===== config.mk =====
export PLATFORM = sky130hd
export DESIGN_NAME = texture_pixel_format_converter_flat
export DESIGN_NICKNAME = d
export VERILOG_FILES = /design/src/rtl/tpfc_pkg.sv /design/src/rtl/tpfc_src_if.sv /design/src/rtl/tpfc_dst_if.sv /design/src/rtl/texture_pixel_format_converter.sv /design/src/rtl/tpfc_luma.sv /design/src/flat_wrapper.sv
export SDC_FILE = /design/constraint.sdc
export NUM_CORES = 1
export LEC_CHECK = 0
export ABC_AREA = 1
export CORE_MARGIN = 3
export CORE_UTILIZATION = 62
export DETAILED_ROUTE_END_ITERATION = 6
export DONT_BUFFER_PORTS = 1
export PLACE_DENSITY = 0.84
export RECOVER_POWER = 50
export REMOVE_ABC_BUFFERS = 1
export SLEW_MARGIN = 5
export SYNTH_ARGS = -nofsm -noshare
export SYNTH_HDL_FRONTEND = slang
export SYNTH_SLANG_ARGS = --single-unit

===== constraint.sdc =====
create_clock -name clk -period 13.1 [get_ports clk]
set_input_delay 2.62 -clock clk [delete_from_list [all_inputs] [get_ports clk]]
set_output_delay 2.62 -clock clk [all_outputs]
set_load 0.03 [all_outputs]

===== src/rtl/tpfc_pkg.sv =====
// ----------------------------------------------------------------------------
// Texture pixel format converter package
// Format codes, configuration register indexes, luma constants and the
// per-stage pixel payload type.
// ----------------------------------------------------------------------------
package tpfc_pkg;

    typedef enum logic [2:0] {
        FMT_I8       = 3'd0,
        FMT_AI88     = 3'd1,
        FMT_RGB888   = 3'd2,
        FMT_RGBA8888 = 3'd3,
        FMT_RGB565   = 3'd4,
        FMT_A8       = 3'd5,
        FMT_RGBA4444 = 3'd6,
        FMT_RGB5A1   = 3'd7
    } fmt_t;

    localparam int unsigned SRC_FMT_W  = 2;
    localparam int unsigned TGT_FMT_W  = 4;
    localparam int unsigned CFG_DATA_W = 4;
    localparam int unsigned CFG_IDX_W  = 1;

    localparam logic [CFG_IDX_W-1:0] CFG_SRC_FMT = 1'b0;
    localparam logic [CFG_IDX_W-1:0] CFG_TGT_FMT = 1'b1;

    localparam logic [SRC_FMT_W-1:0] SRC_FMT_RESET = 2'd3;
    localparam logic [TGT_FMT_W-1:0] TGT_FMT_RESET = 4'd8;

    // Luma weights, rounding term and reciprocal of 1000 scaled by 2^28
    localparam int unsigned LUMA_WR     = 299;
    localparam int unsigned LUMA_WG     = 587;
    localparam int unsigned LUMA_WB     = 114;
    localparam int unsigned LUMA_ROUND  = 500;
    localparam int unsigned LUMA_SHIFT  = 28;
    localparam int unsigned LUMA_RECIP  = (1 << LUMA_SHIFT) / 1000 + 1;
    localparam int unsigned LUMA_SUM_W  = 18;
    localparam int unsigned LUMA_PROD_W = 37;

    localparam int unsigned PIPE_DEPTH = 3;

    typedef struct packed {
        logic [7:0] c0;
        logic [7:0] c1;
        logic [7:0] c2;
        logic [7:0] c3;
        logic       last;
    } side_t;

endpackage


===== src/rtl/tpfc_src_if.sv =====
// ----------------------------------------------------------------------------
// Source pixel channel
// Valid/ready channel carrying up to four source bytes and the end marker.
// ----------------------------------------------------------------------------
interface tpfc_src_if;
    logic       valid;
    logic       ready;
    logic [7:0] chan0;
    logic [7:0] chan1;
    logic [7:0] chan2;
    logic [7:0] chan3;
    logic       last_in;

    modport source (output valid, chan0, chan1, chan2, chan3, last_in, input ready);
    modport sink   (input valid, chan0, chan1, chan2, chan3, last_in, output ready);
endinterface


===== src/rtl/tpfc_dst_if.sv =====
// ----------------------------------------------------------------------------
// Converted pixel channel
// Valid/ready channel carrying the packed pixel, byte count and format.
// ----------------------------------------------------------------------------
interface tpfc_dst_if;
    logic        valid;
    logic        ready;
    logic [31:0] out_pixel;
    logic [2:0]  out_bytes;
    logic [2:0]  out_format;
    logic        last_out;

    modport source (output valid, out_pixel, out_bytes, out_format, last_out, input ready);
    modport sink   (input valid, out_pixel, out_bytes, out_format, last_out, output ready);
endinterface


===== src/rtl/texture_pixel_format_converter.sv =====
// ----------------------------------------------------------------------------
// Texture pixel format converter
// Converts one pixel per beat from the configured source format to the
// configured target format, packed first byte lowest.
// ----------------------------------------------------------------------------
// Takes one pixel per clock and passes it through the luma path (products,
// sum, reciprocal multiply) and then the packing stage that feeds the output
// register. The whole pipeline advances together whenever the output register
// is empty or being taken, so a stall at the sink holds every stage. Source
// and target formats come from two registers that the user must write through
// the cfg port only while no pixel is in flight; the block does not enforce
// this. A pair that cannot be converted returns the source bytes and format.
module texture_pixel_format_converter (
    input  logic                             clk,
    input  logic                             rst_n,
    input  logic                             cfg_we,
    input  logic [tpfc_pkg::CFG_IDX_W-1:0]   cfg_index,
    input  logic [tpfc_pkg::CFG_DATA_W-1:0]  cfg_data,
    tpfc_src_if.sink                         src,
    tpfc_dst_if.source                       dst
);
    import tpfc_pkg::*;

    logic [SRC_FMT_W-1:0] src_fmt_reg;
    logic [TGT_FMT_W-1:0] tgt_fmt_reg;

    logic                  adv;
    logic [PIPE_DEPTH-1:0] vld_reg;
    side_t                 side_reg [PIPE_DEPTH];
    side_t                 side_in;
    side_t                 s;
    logic [7:0]            luma_y;

    fmt_t        src_fmt;
    fmt_t        tgt_fmt;
    logic        has_a8;
    logic        mono;
    logic [7:0]  r;
    logic [7:0]  g;
    logic [7:0]  b;
    logic [7:0]  a;
    logic [7:0]  y;
    logic        conv_ok;
    logic [31:0] conv_pixel;
    logic [2:0]  conv_bytes;

    logic        out_vld_reg;
    logic [31:0] out_pixel_reg;
    logic [31:0] out_pixel_next;
    logic [2:0]  out_bytes_reg;
    logic [2:0]  out_bytes_next;
    logic [2:0]  out_format_reg;
    logic [2:0]  out_format_next;
    logic        last_out_reg;

    // Configuration registers
    always_ff @(posedge clk or negedge rst_n)
    begin
        if (!rst_n)
        begin
            src_fmt_reg <= SRC_FMT_RESET;
            tgt_fmt_reg <= TGT_FMT_RESET;
        end
        else if (cfg_we)
        begin
            if (cfg_index == CFG_SRC_FMT)
                src_fmt_reg <= cfg_data[SRC_FMT_W-1:0];
            else if (cfg_index == CFG_TGT_FMT)
                tgt_fmt_reg <= cfg_data[TGT_FMT_W-1:0];
        end
    end

    // Pipeline control: advance all stages together unless the output is held
    assign adv       = !out_vld_reg || dst.ready;
    assign src.ready = adv;

    assign side_in.c0   = src.chan0;
    assign side_in.c1   = src.chan1;
    assign side_in.c2   = src.chan2;
    assign side_in.c3   = src.chan3;
    assign side_in.last = src.last_in;

    always_ff @(posedge clk or negedge rst_n)
    begin
        if (!rst_n)
        begin
            vld_reg     <= '0;
            out_vld_reg <= 1'b0;
        end
        else if (adv)
        begin
            vld_reg     <= {vld_reg[PIPE_DEPTH-2:0], src.valid};
            out_vld_reg <= vld_reg[PIPE_DEPTH-1];
        end
    end

    always_ff @(posedge clk)
    begin
        if (adv)
        begin
            side_reg[0] <= side_in;
            for (int i = 1; i < PIPE_DEPTH; i++)
                side_reg[i] <= side_reg[i-1];
            out_pixel_reg  <= out_pixel_next;
            out_bytes_reg  <= out_bytes_next;
            out_format_reg <= out_format_next;
            last_out_reg   <= side_reg[PIPE_DEPTH-1].last;
        end
    end

    tpfc_luma u_luma (
        .clk (clk),
        .adv (adv),
        .r   (src.chan0),
        .g   (src.chan1),
        .b   (src.chan2),
        .y   (luma_y)
    );

    // Unify the source, convert, fall back to the source bytes
    assign s       = side_reg[PIPE_DEPTH-1];
    assign src_fmt = fmt_t'({1'b0, src_fmt_reg});
    assign tgt_fmt = fmt_t'(tgt_fmt_reg[2:0]);
    assign has_a8  = (src_fmt == FMT_AI88) || (src_fmt == FMT_RGBA8888);
    assign mono    = (src_fmt == FMT_I8) || (src_fmt == FMT_AI88);
    assign r       = s.c0;
    assign g       = mono ? s.c0 : s.c1;
    assign b       = mono ? s.c0 : s.c2;
    assign y       = mono ? s.c0 : luma_y;

    always_comb
    begin
        case (src_fmt)
            FMT_AI88:     a = s.c1;
            FMT_RGBA8888: a = s.c3;
            default:      a = 8'hFF;
        endcase
    end

    always_comb
    begin
        conv_ok    = !tgt_fmt_reg[3] && (tgt_fmt != src_fmt);
        conv_pixel = '0;
        conv_bytes = 3'd0;
        case (tgt_fmt)
            FMT_I8:
            begin
                conv_pixel = {24'd0, y};
                conv_bytes = 3'd1;
            end
            FMT_AI88:
            begin
                conv_pixel = {16'd0, a, y};
                conv_bytes = 3'd2;
            end
            FMT_RGB888:
            begin
                conv_pixel = {8'd0, b, g, r};
                conv_bytes = 3'd3;
            end
            FMT_RGBA8888:
            begin
                conv_pixel = {a, b, g, r};
                conv_bytes = 3'd4;
            end
            FMT_RGB565:
            begin
                conv_pixel = {16'd0, r[7:3], g[7:2], b[7:3]};
                conv_bytes = 3'd2;
            end
            FMT_A8:
            begin
                if (!has_a8)
                    conv_ok = 1'b0;
                conv_pixel = {24'd0, a};
                conv_bytes = 3'd1;
            end
            FMT_RGBA4444:
            begin
                conv_pixel = {16'd0, r[7:4], g[7:4], b[7:4], a[7:4]};
                conv_bytes = 3'd2;
            end
            FMT_RGB5A1:
            begin
                conv_pixel = {16'd0, r[7:3], g[7:3], b[7:3], a[7]};
                conv_bytes = 3'd2;
            end
            default:
            begin
                conv_ok = 1'b0;
            end
        endcase
    end

    always_comb
    begin
        out_pixel_next  = conv_pixel;
        out_bytes_next  = conv_bytes;
        out_format_next = tgt_fmt;
        if (!conv_ok)
        begin
            out_format_next = src_fmt;
            case (src_fmt)
                FMT_I8:
                begin
                    out_pixel_next = {24'd0, s.c0};
                    out_bytes_next = 3'd1;
                end
                FMT_AI88:
                begin
                    out_pixel_next = {16'd0, s.c1, s.c0};
                    out_bytes_next = 3'd2;
                end
                FMT_RGB888:
                begin
                    out_pixel_next = {8'd0, s.c2, s.c1, s.c0};
                    out_bytes_next = 3'd3;
                end
                default:
                begin
                    out_pixel_next = {s.c3, s.c2, s.c1, s.c0};
                    out_bytes_next = 3'd4;
                end
            endcase
        end
    end

    assign dst.valid      = out_vld_reg;
    assign dst.out_pixel  = out_pixel_reg;
    assign dst.out_bytes  = out_bytes_reg;
    assign dst.out_format = out_format_reg;
    assign dst.last_out   = last_out_reg;

    // Accepted beat enters the first stage
    a_accept_enters: assert property (@(posedge clk) disable iff (!rst_n)
        src.valid && src.ready |=> vld_reg[0])
        else $error("accepted beat did not enter the pipeline");

    // Held output freezes every stage
    a_stall_holds: assert property (@(posedge clk) disable iff (!rst_n)
        !adv |=> $stable(vld_reg) && $stable(out_vld_reg))
        else $error("pipeline moved during a stall");

    // Byte count in range and bytes above it zero
    a_bytes_packed: assert property (@(posedge clk) disable iff (!rst_n)
        dst.valid |-> (out_bytes_reg == 3'd1 && out_pixel_reg[31:8] == 24'd0)
                   || (out_bytes_reg == 3'd2 && out_pixel_reg[31:16] == 16'd0)
                   || (out_bytes_reg == 3'd3 && out_pixel_reg[31:24] == 8'd0)
                   || (out_bytes_reg == 3'd4))
        else $error("byte count and packed pixel disagree");

    // Last stage beat reaches the output register when the pipeline advances
    a_drain: assert property (@(posedge clk) disable iff (!rst_n)
        adv && vld_reg[PIPE_DEPTH-1] |=> out_vld_reg)
        else $error("last stage beat lost");

endmodule


===== src/rtl/tpfc_luma.sv =====
// ----------------------------------------------------------------------------
// Luma pipeline
// Three-stage (R*299 + G*587 + B*114 + 500) / 1000: weighted products,
// sum, then reciprocal multiply with the quotient taken from the high bits.
// ----------------------------------------------------------------------------
module tpfc_luma (
    input  logic       clk,
    input  logic       adv,
    input  logic [7:0] r,
    input  logic [7:0] g,
    input  logic [7:0] b,
    output logic [7:0] y
);
    import tpfc_pkg::*;

    logic [16:0]            pr_reg;
    logic [17:0]            pg_reg;
    logic [14:0]            pb_reg;
    logic [LUMA_SUM_W-1:0]  sum_reg;
    logic [LUMA_SUM_W-1:0]  sum_next;
    logic [LUMA_PROD_W-1:0] prod;
    logic [7:0]             y_reg;

    assign sum_next = LUMA_SUM_W'(pr_reg) + LUMA_SUM_W'(pg_reg) + LUMA_SUM_W'(pb_reg)
                    + LUMA_SUM_W'(LUMA_ROUND);
    assign prod     = LUMA_PROD_W'(sum_reg) * LUMA_PROD_W'(LUMA_RECIP);

    always_ff @(posedge clk)
    begin
        if (adv)
        begin
            pr_reg  <= 17'(r) * 17'(LUMA_WR);
            pg_reg  <= 18'(g) * 18'(LUMA_WG);
            pb_reg  <= 15'(b) * 15'(LUMA_WB);
            sum_reg <= sum_next;
            y_reg   <= prod[LUMA_SHIFT+7:LUMA_SHIFT];
        end
    end

    assign y = y_reg;

endmodule


===== src/flat_wrapper.sv =====
// flat-port wrapper written by rule: the top's interface ports become plain ports
module texture_pixel_format_converter_flat import tpfc_pkg::*;
  (clk, rst_n, cfg_we, cfg_index, cfg_data, src_valid, src_chan0, src_chan1, src_chan2, src_chan3, src_last_in, src_ready, dst_valid, dst_out_pixel, dst_out_bytes, dst_out_format, dst_last_out, dst_ready);
  tpfc_src_if src_i ();
  tpfc_dst_if dst_i ();
  input  logic clk;
  input  logic rst_n;
  input  logic cfg_we;
  input  logic [tpfc_pkg::CFG_IDX_W-1:0] cfg_index;
  input  logic [tpfc_pkg::CFG_DATA_W-1:0] cfg_data;
  input wire logic [$bits(src_i.valid)-1:0] src_valid;
  input wire logic [$bits(src_i.chan0)-1:0] src_chan0;
  input wire logic [$bits(src_i.chan1)-1:0] src_chan1;
  input wire logic [$bits(src_i.chan2)-1:0] src_chan2;
  input wire logic [$bits(src_i.chan3)-1:0] src_chan3;
  input wire logic [$bits(src_i.last_in)-1:0] src_last_in;
  output wire logic [$bits(src_i.ready)-1:0] src_ready;
  output wire logic [$bits(dst_i.valid)-1:0] dst_valid;
  output wire logic [$bits(dst_i.out_pixel)-1:0] dst_out_pixel;
  output wire logic [$bits(dst_i.out_bytes)-1:0] dst_out_bytes;
  output wire logic [$bits(dst_i.out_format)-1:0] dst_out_format;
  output wire logic [$bits(dst_i.last_out)-1:0] dst_last_out;
  input wire logic [$bits(dst_i.ready)-1:0] dst_ready;
  assign src_i.valid = src_valid;
  assign src_i.chan0 = src_chan0;
  assign src_i.chan1 = src_chan1;
  assign src_i.chan2 = src_chan2;
  assign src_i.chan3 = src_chan3;
  assign src_i.last_in = src_last_in;
  assign src_ready = src_i.ready;
  assign dst_valid = dst_i.valid;
  assign dst_out_pixel = dst_i.out_pixel;
  assign dst_out_bytes = dst_i.out_bytes;
  assign dst_out_format = dst_i.out_format;
  assign dst_last_out = dst_i.last_out;
  assign dst_i.ready = dst_ready;
  texture_pixel_format_converter u_core (.clk(clk), .rst_n(rst_n), .cfg_we(cfg_we), .cfg_index(cfg_index), .cfg_data(cfg_data), .src(src_i), .dst(dst_i));
endmodule

-- After elaboration in Yosys (flattened, before gate mapping)
Memory sizes are Yosys's and may differ from the RTL's.
Index checks and enable logic that the tools add are counted.
- bits in latches: 0
- input bits: 43
- memories: 1
- memory bits (writable): 99
- output and inout bits: 41
- bits in read-only memories: 0
- flip-flop bits (word level): 124
- word-level logic and storage cells: 61
- memories (name ; words ; bits a word ; read ports ; clocked after Yosys merged registers in ; wr ports ; line ; source):
    u_core.side_reg ; 3 ; 33 ; 3 ; 0 ; 3 ; texture_pixel_format_converter.sv:29 ; side_t side_reg [PIPE_DEPTH];
- $mul: 4
- eq/ne operators: 11
- bitwise gates (word level): 1
- add/subtract/negate cells: 3
- shifts and indexed selects: 0
- $lt $le $gt $ge: 0
- reductions and logical operators: 12
- div/mod/pow operators: 0
- multiplexer cells: 15
- operators by type and width (kind ; count):
    $pmux W32 S8 ; 1
    $pmux W32 S3 ; 1
    $mul A18 B17 Y34 const B ; 1
    $mux W32 ; 1
    $mux W8 ; 3
    $add A17 B18 Y18 ; 1
    $add A18 B15 Y18 ; 1
    $add A18 B9 Y18 const B ; 1
    $mul A8 B10 Y18 const B ; 1
    $mul A8 B9 Y17 const B ; 1
    $pmux W8 S2 ; 1
    $mul A8 B6 Y14 const B ; 1
    $eq A3 B3 Y1 const B ; 4
    $pmux W3 S4 ; 1
    $pmux W3 S3 ; 1
    $eq A3 B2 Y1 const B ; 2
    $logic_not A3 Y1 ; 2
    $eq A2 B2 Y1 const B ; 2
    $mux W1 ; 4
    $reduce_and A2 Y1 ; 2
    $reduce_or A4 Y1 ; 1
    $eq A3 B1 Y1 const B ; 1
    $logic_or A1 B1 Y1 ; 3
    $mux W3 ; 1
    other kinds (7) ; 8

-- Longest topological paths before layout
- depth after elaboration: 5
- depth in mapped cells: 22
- depth with buffers taken out: 22

-- Hierarchy
From an unflattened synthesis, not the netlist that was laid out.
- cells, all modules: 1812
- area, all modules: 17655.7 um2
- modules (own cells, without submodules) (module ; area each (um2) ; instances ; cells an instance):
    tpfc_luma ; 11390.9 ; 1 ; 1256
    texture_pixel_format_converter ; 6264.8 ; 1 ; 556

-- Least setup slack after synthesis
No wires, ideal clock.
- path type: input to output
- start: input port dst_ready
- end: output port src_ready
- stages on the path: 2
- arrival: 7308 ps
- path slack: 3172 ps
- cell sequence: inv_1 -> nand2_1
- longest elaborated chain between the ends: 1
- RTL lines (item ; line ; source):
    from (decl) ; flat_wrapper.sv:23 ; input wire logic [$bits(dst_i.ready)-1:0] dst_ready;
    $logic_or A1 B1 Y1 ; texture_pixel_format_converter.sv:74 ; assign adv = !out_vld_reg || dst.ready;
    to (decl) ; flat_wrapper.sv:17 ; output wire logic [$bits(src_i.ready)-1:0] src_ready;
Every way passes these cells.

-- Final worst setup path
Ends and elaborated chain as after synthesis.

==> impl_metrics.prom <==
# TYPE chip_impl_metric gauge
chip_impl_info{name="status",value="completed"} 1
chip_impl_metric{name="io_buffer_count",unit=""} 0
chip_impl_metric{name="setup_bufs_post_cts",unit=""} 0
chip_impl_metric{name="cts-hold-fix-buffers",unit=""} 0
chip_impl_metric{name="fmax",unit="GHz"} 0.180
chip_impl_metric{name="period_share",unit=""} 0.423
chip_impl_metric{name="timing.reg2reg.worst_path_depth",unit=""} 21
chip_impl_info{name="timing.critical_path.from_type",value="input pin"} 1
chip_impl_metric{name="timing_worst_slew_pin_value",unit="ns"} 1.17
chip_impl_metric{name="critical_path_arrival",unit="ns"} 2.93
chip_impl_metric{name="dr.pass1.iters",unit=""} 7
chip_impl_metric{name="drcViolationCount",unit=""} 0
chip_impl_metric{name="hold_depth",unit=""} 0
chip_impl_info{name="cts_tree",value="done"} 1
chip_impl_metric{name="tritoncts.num_buffers",unit=""} 23
chip_impl_metric{name="cp_num_buf_inv",unit=""} 1
chip_impl_metric{name="largest_register_ffs",unit=""} 94
chip_impl_metric{name="total_of_max_cap_violations",unit=""} 0
chip_impl_metric{name="initial_core_util",unit=""} 0.634
chip_impl_metric{name="routed_via_density",unit=""} 5.63
chip_impl_metric{name="path_depth",unit=""} 2
chip_impl_metric{name="number_of_gates_resized_after_cts",unit=""} 0
chip_impl_metric{name="placementRows",unit=""} 60
chip_impl_metric{name="routabilityCongestion",unit=""} 0.974
chip_impl_info{name="min_delay_startpoint",value="u_core.side_reg[0][49]"} 1
chip_impl_metric{name="overflow",unit=""} 0
chip_impl_metric{name="clock_insertion_delay_worst_skew",unit="ns"} 0.52
chip_impl_metric{name="global_route_wire_length_before_repair",unit="um"} 58900
chip_impl_metric{name="antenna-diode-count",unit=""} 0
chip_impl_info{name="clock-root-buffer",value="sky130_fd_sc_hd__clkbuf_16"} 1
chip_impl_metric{name="postSynthAreaPerCell",unit="um^2"} 10.0
chip_impl_metric{name="synth_area",unit="um^2"} 17200
chip_impl_metric{name="clk_path_buf_depth",unit=""} 3
chip_impl_metric{name="yosys.area.top_type_share",unit=""} 0.364
chip_impl_info{name="timing_worst_setup_path_type",value="in2out"} 1
chip_impl_metric{name="post_syn_instances",unit=""} 1716
chip_impl_metric{name="cp_max_fo",unit=""} 2
chip_impl_metric{name="cp.required",unit="ns"} 10.48
chip_impl_info{name="yosysTopAreaCell",value="sky130_fd_sc_hd__edfxtp_1"} 1
chip_impl_info{name="worst_hold_path_type",value="reg2reg"} 1
chip_impl_metric{name="async_flop_share",unit=""} 0.0459
chip_impl_metric{name="seq_area_frac_synth",unit=""} 0.378
chip_impl_metric{name="post_layout_net_count",unit=""} 2168
chip_impl_metric{name="core_area",unit="um^2"} 27100
chip_impl_info{name="crit_path_top_delay_cell",value="sky130_fd_sc_hd__nand2_1"} 1
chip_impl_metric{name="wire_length_after_detailed_routing",unit="um"} 35900
chip_impl_metric{name="grt_max_degree",unit=""} 216
chip_impl_info{name="worst_r2r_start",value="u_core.u_luma.sum_reg[6]"} 1
chip_impl_metric{name="cpPeakStageDelay",unit="ns"} 0.28
chip_impl_info{name="setup.worst_path.start",value="dst_ready"} 1
chip_impl_info{name="rsz0062_at_grt",value="false"} 1
chip_impl_metric{name="via_count_of_the_routed_design",unit=""} 11900
chip_impl_metric{name="cts-htree-levels",unit=""} 1
chip_impl_metric{name="postSynthRegisterBits",unit=""} 218
chip_impl_metric{name="timing.final.crit_period",unit="ns"} 5.55
chip_impl_info{name="cp_cell_sequence",value="inv_1 -> nand2_1"} 1
chip_impl_metric{name="drt_first_iter_violations",unit=""} 898
chip_impl_metric{name="postRouteAntennaNets",unit=""} 0
chip_impl_metric{name="flow.area_growth_from_synthesis",unit="%"} 6.43
chip_impl_metric{name="skew",unit="ns"} 0.0218
chip_impl_info{name="synth.area.top_cells",value="sky130_fd_sc_hd__edfxtp_1, sky130_fd_sc_hd__ha_1, sky130_fd_sc_hd__fa_1"} 1
chip_impl_metric{name="ios",unit=""} 84
chip_impl_metric{name="cts_sinks",unit=""} 218
chip_impl_metric{name="die_width",unit="um"} 172
chip_impl_metric{name="n_fill_cell",unit=""} 2044
chip_impl_metric{name="drive_gt1_frac",unit=""} 0.0275
chip_impl_info{name="timing.critical_path.to_type",value="primary output"} 1
chip_impl_metric{name="yosys_warnings",unit=""} 0
chip_impl_metric{name="slew-limit-headroom",unit=""} 0.219
chip_impl_info{name="cp_top_family",value="simple AND/OR/NAND/NOR gates"} 1
chip_impl_metric{name="synth_enable_flop_cells",unit=""} 208
chip_impl_metric{name="groute.usage.overall",unit=""} 0.249
chip_impl_metric{name="holdWs",unit="ns"} 0.417
chip_impl_metric{name="finalHoldViolCount",unit=""} 0
chip_impl_metric{name="fp.dieArea",unit="um^2"} 29700
chip_impl_info{name="top_flip_flop_cell_by_instance_count_after_synthesis",value="sky130_fd_sc_hd__edfxtp_1"} 1
chip_impl_metric{name="final_setup_viols",unit=""} 0
chip_impl_metric{name="cts.reportedPaths.clkPinSlew",unit="ns"} 0.06
chip_impl_metric{name="synth_cell_type_count",unit=""} 42
chip_impl_metric{name="total_negative_setup_slacks",unit="ns"} 0
chip_impl_metric{name="detailed_place_hpwl",unit="um"} 28600
chip_impl_metric{name="first_global_vias",unit=""} 11900
chip_impl_metric{name="routedWlPerCell",unit="um"} 17.0
chip_impl_metric{name="grt_antenna_before_repair",unit=""} 0
chip_impl_metric{name="die-height",unit="um"} 172
chip_impl_metric{name="timing_max_transition_violations_final",unit=""} 0
-- synth_stat cells (3+ instances only) --
cell	count
sky130_fd_sc_hd__ha_1	303
sky130_fd_sc_hd__inv_2	9
sky130_fd_sc_hd__nand3b_1	5
sky130_fd_sc_hd__buf_6	3
sky130_fd_sc_hd__edfxtp_1	208
sky130_fd_sc_hd__inv_1	289
sky130_fd_sc_hd__o21ai_1	15
sky130_fd_sc_hd__a21oi_1	82
sky130_fd_sc_hd__o22ai_1	10
sky130_fd_sc_hd__dfstp_2	3
sky130_fd_sc_hd__a221oi_1	4
sky130_fd_sc_hd__o21bai_1	8
sky130_fd_sc_hd__nand2_1	301
sky130_fd_sc_hd__a21o_1	10
sky130_fd_sc_hd__o31ai_1	4
sky130_fd_sc_hd__o211ai_1	4
sky130_fd_sc_hd__nor2_1	113
sky130_fd_sc_hd__a31oi_1	5
sky130_fd_sc_hd__nor3_1	17
sky130_fd_sc_hd__dfrtp_1	7
sky130_fd_sc_hd__fa_1	94
sky130_fd_sc_hd__nand2_2	5
sky130_fd_sc_hd__xnor2_1	11
sky130_fd_sc_hd__nand4_1	9
sky130_fd_sc_hd__xor2_1	33
sky130_fd_sc_hd__o21ai_0	51
sky130_fd_sc_hd__buf_2	6
sky130_fd_sc_hd__nand3_1	84
sky130_fd_sc_hd__buf_4	4
-- final cells by class --
class	instances	area, um^2	share of cell area
repair buffers	1	20.0	0.00109
clock inverters	10	97.6	0.00534
multi-input cells	1186	9450	0.517
flip-flops and latches	218	6500	0.355
clock buffers	32	629	0.0344
well taps	372	465	0.0255
inverters	298	1120	0.0612
-- worst reg2reg max path: cells and delay by family (launching register included) --
family                     cells  cell delay, ns
AOI/OAI and AO/OA              1            0.21
buffers and inverters          5            0.28
and+or+nand+nor                8            0.64
adders and majority gates      7            2.96
DFF                            1            0.57
-- kinds of logic (layout without fill, tap and decap cells) --
| family | after synthesis | count (layout) | share of synthesized area |
|---|---|---|---|
| muxes | 1 | 1 | 0.000655 |
| buffers and inverters | 312 | 341 | 0.0708 |
| DFF | 218 | 218 | 0.378 |
| AOI/OAI and AO/OA | 201 | 201 | 0.0657 |
| xor gates and xnor gates | 44 | 44 | 0.0224 |
| and+or+nand+nor | 543 | 543 | 0.132 |
| adders and majority gates | 397 | 397 | 0.330 |
-- stage by stage --
stage	instance area (um^2)	util	worst slack, ns	cells
floorplan	17100	-	3.17	1702
global placement	17600	0.649	7.33	2075
detailed placement	17600	0.649	7.29	2075
CTS	18300	0.675	7.69	2117
global route	18300	0.675	7.53	2117
finish	18300	0.675	7.55	2117
-- cell usage in the layout (no fill, tap or decap), types with 4 or more instances in the layout --
master,count
sky130_fd_sc_hd__nand3_1,84
sky130_fd_sc_hd__o211ai_1,4
sky130_fd_sc_hd__fa_1,94
sky130_fd_sc_hd__nor2_1,113
sky130_fd_sc_hd__edfxtp_1,208
sky130_fd_sc_hd__nand4_1,9
sky130_fd_sc_hd__o21bai_1,8
sky130_fd_sc_hd__o22ai_1,10
sky130_fd_sc_hd__inv_2,5
sky130_fd_sc_hd__a21oi_1,82
sky130_fd_sc_hd__o31ai_1,4
sky130_fd_sc_hd__ha_1,303
sky130_fd_sc_hd__a221oi_1,4
sky130_fd_sc_hd__inv_1,292
sky130_fd_sc_hd__dfrtp_1,7
sky130_fd_sc_hd__nand3b_1,5
sky130_fd_sc_hd__xnor2_1,11
sky130_fd_sc_hd__o21ai_1,6
sky130_fd_sc_hd__xor2_1,33
sky130_fd_sc_hd__a21o_1,10
sky130_fd_sc_hd__nand2_1,305
sky130_fd_sc_hd__nor3_1,17
sky130_fd_sc_hd__clkinv_1,5
sky130_fd_sc_hd__o21ai_0,60
sky130_fd_sc_hd__a31oi_1,5
sky130_fd_sc_hd__clkbuf_16,23
sky130_fd_sc_hd__clkbuf_1,7
-- routing by layer --
metal  global-route usage  share of wire  up-vias
li1                     -              -     5777
met1                0.329           0.41     5613
met2                0.425           0.49      433
met3               0.0386          0.062      103
met4               0.0791          0.038        0
met5                    0              0        -
-- worst paths after layout --
path / to / slack [ns]
min in group asynchronous: u_core.vld_reg[2] / 1.80
min reg2reg: u_core.side_reg[0][82] / 0.42
max reg2reg: u_core.u_luma.y[5] / 8.16
max in group asynchronous: u_core.src_fmt_reg[0] / 11.13
max: src_ready / 7.55
min: u_core.side_reg[0][82] / 0.42
Power is not shown: default switching activity piles up to over one toggle a cycle in this logic, so the estimate is an artifact.
